File: src/hw/rtl/fgb_ram.sv
`timescale 1ns / 1ps

module fgb_ram #(
  parameter int unsigned Width = 8,
  parameter int unsigned Depth = 256
) (
  input  logic                     clk_i,
  input  logic                     we_i,
  input  logic                     re_i,
  input  logic [$clog2(Depth)-1:0] addr_i,
  input  logic [Width-1:0]         wdata_i,
  output logic [Width-1:0]         rdata_o
);

  logic [Width-1:0] mem_q [Depth];
  logic [Width-1:0] rdata_q;

  always_ff @(posedge clk_i) begin
    if (we_i) begin
      mem_q[addr_i] <= wdata_i;
    end
    if (re_i) begin
      rdata_q <= mem_q[addr_i];
    end
  end

  assign rdata_o = rdata_q;

endmodule

File: config.mk
export PLATFORM = sky130hd
export DESIGN_NAME = fgb_ram
export DESIGN_NICKNAME = d
export VERILOG_FILES = /design/src/hw/rtl/fgb_ram.sv
export SDC_FILE = /design/constraint.sdc
export NUM_CORES = 2
export LEC_CHECK = 0
export BUFFER_PORTS_ARGS = -buffer_cell sky130_fd_sc_hd__buf_4
export CORE_ASPECT_RATIO = 1.4
export CORE_MARGIN = 5
export CORE_UTILIZATION = 45
export CTS_BUF_LIST = sky130_fd_sc_hd__clkbuf_4 sky130_fd_sc_hd__clkbuf_8
export CTS_CLUSTER_DIAMETER = 50
export DETAILED_ROUTE_END_ITERATION = 12
export GPL_TIMING_DRIVEN = 0
export PLACE_DENSITY = 0.72
export RECOVER_POWER = 50
export SETUP_SLACK_MARGIN = 0.2
export SYNTH_ARGS = -nofsm -noshare
export SYNTH_HDL_FRONTEND = slang
export SYNTH_SLANG_ARGS = --single-unit
File: constraint.sdc
create_clock -name clk_i -period 2.5 [get_ports clk_i]
set_input_delay 0.25 -clock clk_i [delete_from_list [all_inputs] [get_ports clk_i]]
set_output_delay 0.25 -clock clk_i [all_outputs]
set_load 0.01 [all_outputs]
Yosys cells after proc, flatten, opt, wreduce, memory -nomap -nowiden
Memory sizes are Yosys's and may differ from the RTL's. A register that Yosys moved wholly into a read port is not among the register bits.
Cells that the tools add are included.
- $add $sub $neg: 0
- multipliers: 0
- divide/modulo/power cells: 0
- magnitude comparators: 0
- equal/unequal tests: 0
- shift operators: 0
- mux-type cells: 2
- bitwise operators: 0
- reductions and logical operators: 0
- operator list (operator ; count):
    1-bit two-way mux ; 2
- register bits after elaboration: 0
- bits in latches: 0
- bits in writable memories: 2048
- ROM bits: 0
- input port bits: 19
- output and inout port bits: 8
- memories kept: 1
- memories (memory ; depth ; width ; rd ports ; clocked after Yosys merged registers in ; wr ports ; line ; text):
    mem_q ; 256 ; 8 ; 1 ; 1 ; 1 ; 15 ; logic [Width-1:0] mem_q [Depth];

Logic depth before layout (Yosys ltp)
- word-level depth: 2
- depth in mapped cells: 10

Least setup slack after synthesis
OpenSTA, ideal clock, no wires.
- path type: input port to flip-flop
- start point: in addr_i[1]
- end point: mem mem_q[111][0], enable pin
- setup time: 370 ps
- arrival: 2099 ps
- setup slack: 31 ps
- cell stages on the path: 9
- path buffers: 5
- cells stage by stage: buf_2 > clkbuf_1 > clkbuf_1 > nand2_1 > buf_2 > nor2_1 > nand2_1 > clkbuf_1 > nor2_1
- RTL lines (item ; line ; text):
    from (decl) ; 10 ; input logic [$clog2(Depth)-1:0] addr_i,
    to (decl) ; 15 ;
Straight into the memory's write port.

==> impl_summary.md <==
Timing
The number of pins with negative max-slew slack in the final report is 862. The timing-limited maximum frequency is 371.5 MHz. The post-route worst hold slack is 0.05625 ns. The slew at the pin with the worst max-slew slack is 2.438 ns. The final worst slack is -0.1921 ns. The final setup skew is 0.04814 ns. The headroom to the max-slew limit is -62.56%. The count of final setup violators is 142.

Setup repair after global routing could not meet its margin everywhere. The routed design could run at a clock period as short as 2.692 ns. The final count of hold timing violations is 0. The share of the clock period used by the worst path after layout is 107.7%.

Logic synthesis
The post-synthesis instance total is 3547. The net count after synthesis is 3566. The cell taking the most area after synthesis is sky130_fd_sc_hd__edfxtp_1. The netlist area before placement is 78570 um^2. The netlist uses 21 different library cells. By area the synthesized netlist is led by sky130_fd_sc_hd__edfxtp_1 79%, sky130_fd_sc_hd__mux4_2 15%, sky130_fd_sc_hd__a22oi_1 2.4%. Sequential elements use 78.58% of the synthesized area. The share of synthesized area in the top cell type comes to 78.58%. The yosys synthesis warning count is 0. The synthesized design contains 2056 register bits. The mean post-synth cell area is 22.15 um^2.

Pwr
The total power density per cell area is 754.5 nW/um^2. The worst voltage drop across the vdd grid is 0.6227 mV. In this run the static leakage power is 26.85 nW. The design draws 0.06805 W.

Run status
The flow ran to the end, but the final reports show violations. The final reports fail on capacitance limit, slew limit, setup timing.

Critical path
STA classifies the critical path endpoint as a flop. The maximum fanout encountered on the critical timing path is 10. The stage delay of the slowest cell on the critical path is 0.74 ns. The slowest stage cell on the critical path is sky130_fd_sc_hd__a21oi_1. The worst register-to-register path begins at mem_q[168][6]$_DFFE_PP_.

The critical register-to-register path endpoint is rdata_o[6]$_DFFE_PP_. The critical path is of the in2reg type. The buffers plus inverters on the worst setup path is 4. Walking the worst path, the cells encountered are clkbuf_2 > and2_1 > buf_2 > clkbuf_4 > clkbuf_1 > a22oi_1 > a21oi_1 > o41ai_1 > nand4_1. The signal arrival time at the worst endpoint is 3.52 ns.

The cell family contributing the most delay on the critical path is buffers and inverters. The number of cell instances on the worst register-to-register path is 5. For the worst setup path, the data required time is 3.32 ns.

For flop-to-flop paths, the worst setup slack is -0.15 ns. The kind of start point of the critical path is a primary input.

GRT
Global routing finished with a remaining overflow of 0. The number of antenna violations at the first check in global routing is 7. The global routing usage summed across all routing layers is 22.36%. The via count of the first global-routing pass is 40480. The first global-routing pass estimated 291200 um of wire. The pin count of the biggest net entering global routing is 159.

Clock tree
The number of buffers added by the clock tree synthesis step is 300. The register clock-pin slew on the reported worst setup and hold paths is 0.07 ns. For this design, the sink count on the clock tree is 2056. The clock latency of the later-clocked register in the worst-skew pair is 1.02 ns. The root buffer cell chosen for the clock tree is sky130_fd_sc_hd__clkbuf_8. The clock passes through at most 4 buffers. TritonCTS built the clock tree. The level count of the clock H-tree is 5.

Drt
The number of vias in the routed layout is 39120. The remaining design rule violation count is 0. The wire length per cell after detailed routing is 32.08 um. The final antenna-violating net count is 0.

The via count normalized by instance count is 6.119. The total iterations of the first detailed-routing run is 9. The violation count after the first detailed-route iteration is 5072. The total wire length is 205100 um.

Worst hold path
In this run the most critical hold path is launched from addr_i[7]. The path class of the tightest hold or removal check is in2reg. The worst hold path passes through 4 cells.

The worst-case hold path end point is mem_q[3][7]$_DFFE_PP_.

Floorplan
The chip width is 363.2 um. The initialized floorplan defines 181 standard-cell rows. The core region is 173700 um^2. The initial utilization of the core area, before any placement, comes to 45.23%.

The overall die area is 183200 um^2. The top-level port count is 27. The vertical extent of the die is 504.4 um.

Finish
The final-layout fill cell count is 12970. Leaving out fill and tap cells, the most frequent cell in the layout is sky130_fd_sc_hd__edfxtp_1. The multi-input logic area is 18000 um^2. Leaving out fill and tap cells, the most frequent cells in the layout are 2056 x sky130_fd_sc_hd__edfxtp_1, 512 x sky130_fd_sc_hd__mux4_2, 314 x sky130_fd_sc_hd__clkbuf_8, 182 x sky130_fd_sc_hd__a22oi_1, 155 x sky130_fd_sc_hd__nor2_4. From synthesis to final layout, the design area changed by 14.79%.

The storage element area is 61740 um^2. Of the cells placed in the final design, the portion with a size suffix greater than 1 is 36.55%. After the last flow step, the layout net total stands at 3915.

Placed design
The last weighted congestion value of the routability-driven placer is 0.9874. The pre-CTS setup slack is -2.890 ns. Summed over all nets, the half-perimeter wirelength after detailed placement is 134900 um. The quantity of I/O buffers inserted on ports is 22.

Flow run
The count of max-cap constraint violations is 8.
repair_timing:
item                                    CTS  global route
buffers inserted                          0             2
setup endpoints to repair              1989          1290
pin swaps                                42            15
endpoints found under the hold margin   934             0
hold buffers                             10             0
gates resized for setup                 455           123
cells by family after synthesis:
logic type | after synthesis | share of synthesized area (%)
multiplexers | 512 | 14.68
buffers and inverters | 233 | 1.400
AND/OR/NAND/NOR | 330 | 1.731
AO/OA/AOI/OAI | 416 | 3.618
flip-flops | 2056 | 78.58
worst min-delay path, cell delays in order:
cell and delay [ns]:
sky130_fd_sc_hd__buf_4 0.10, sky130_fd_sc_hd__nor2_1 0.10, sky130_fd_sc_hd__nand2_1 0.27, sky130_fd_sc_hd__nor2_2 0.18
layer usage:
layer,wire length (um),track usage (%),up-vias,share of wire [%]
li1,-,-,15820,-
met1,66890,25.59,20380,33
met2,102400,36.37,2220,50
met3,18890,6.123,697,9.2
met4,16880,16.03,6,8.2
met5,41,0,-,0.020
sequential cells by signal, indices dropped and copies added (netlist names):
register	count
mem_q	2048
rdata_o	8
report_power, final:
group          switching, W  internal [W]  leakage (nW)  total [W]
Sequential        0.0000196        0.0380          18.5     0.0381
Clock                0.0124        0.0139          3.00     0.0263
Combinational       0.00251       0.00119          5.36    0.00370
Total                0.0149        0.0531          26.8     0.0680
area by class of cell:
cell class	count	share of cell area, %
timing repair buffer	47	0.5938
tap	2287	3.173
clock buffer	378	5.276
clock inverter	129	1.054
inverter	1	0.004162
buffer	232	1.475
sequential	2056	68.45
antenna	5	0.01387
multi-input combinational	1258	19.96
worst max path at each step:
stage	to	start	cells after the start
after detailed placement	mem_q[48][4]$_DFFE_PP_	addr_i[3]	7
after floorplan	mem_q[140][0]$_DFFE_PP_	addr_i[3]	8
final	rdata_o[0]$_DFFE_PP_	addr_i[3]	9
after CTS	mem_q[87][6]$_DFFE_PP_	addr_i[0]	8
after global placement	mem_q[34][4]$_DFFE_PP_	addr_i[3]	7
after global routing	rdata_o[6]$_DFFE_PP_	mem_q[75][6]$_DFFE_PP_	5
cells in the mapped netlist:
| cell type | n |
|---|---|
| sky130_fd_sc_hd__a21oi_1 | 128 |
| sky130_fd_sc_hd__a22oi_1 | 256 |
| sky130_fd_sc_hd__and2_1 | 3 |
| sky130_fd_sc_hd__buf_1 | 19 |
| sky130_fd_sc_hd__buf_2 | 36 |
| sky130_fd_sc_hd__buf_4 | 16 |
| sky130_fd_sc_hd__buf_6 | 16 |
| sky130_fd_sc_hd__clkbuf_1 | 145 |
| sky130_fd_sc_hd__edfxtp_1 | 2056 |
| sky130_fd_sc_hd__inv_1 | 1 |
| sky130_fd_sc_hd__mux4_2 | 512 |
| sky130_fd_sc_hd__nand2_1 | 28 |
| sky130_fd_sc_hd__nand2b_1 | 6 |
| sky130_fd_sc_hd__nand3_1 | 13 |
| sky130_fd_sc_hd__nand4_1 | 8 |
| sky130_fd_sc_hd__nor2_1 | 232 |
| sky130_fd_sc_hd__nor2b_1 | 7 |
| sky130_fd_sc_hd__nor3_1 | 30 |
| sky130_fd_sc_hd__o41ai_1 | 32 |
| sky130_fd_sc_hd__or2_2 | 2 |
| sky130_fd_sc_hd__or3_1 | 1 |
metrics by stage:
stage / setup TNS (ns) / utilization (%) / std cells / cell area [um^2]
floorplan: 0 / - / 3547 / 78790
global placement: -4820.53 / 47.10 / 5856 / 81820
detailed placement: -3933.09 / 47.34 / 5868 / 82230
CTS: -1.034 / 51.73 / 6385 / 89860
global route: -27.12 / 51.92 / 6389 / 90180
finish: -7.137 / 51.92 / 6393 / 90190
(Power assumes the default switching activity.)
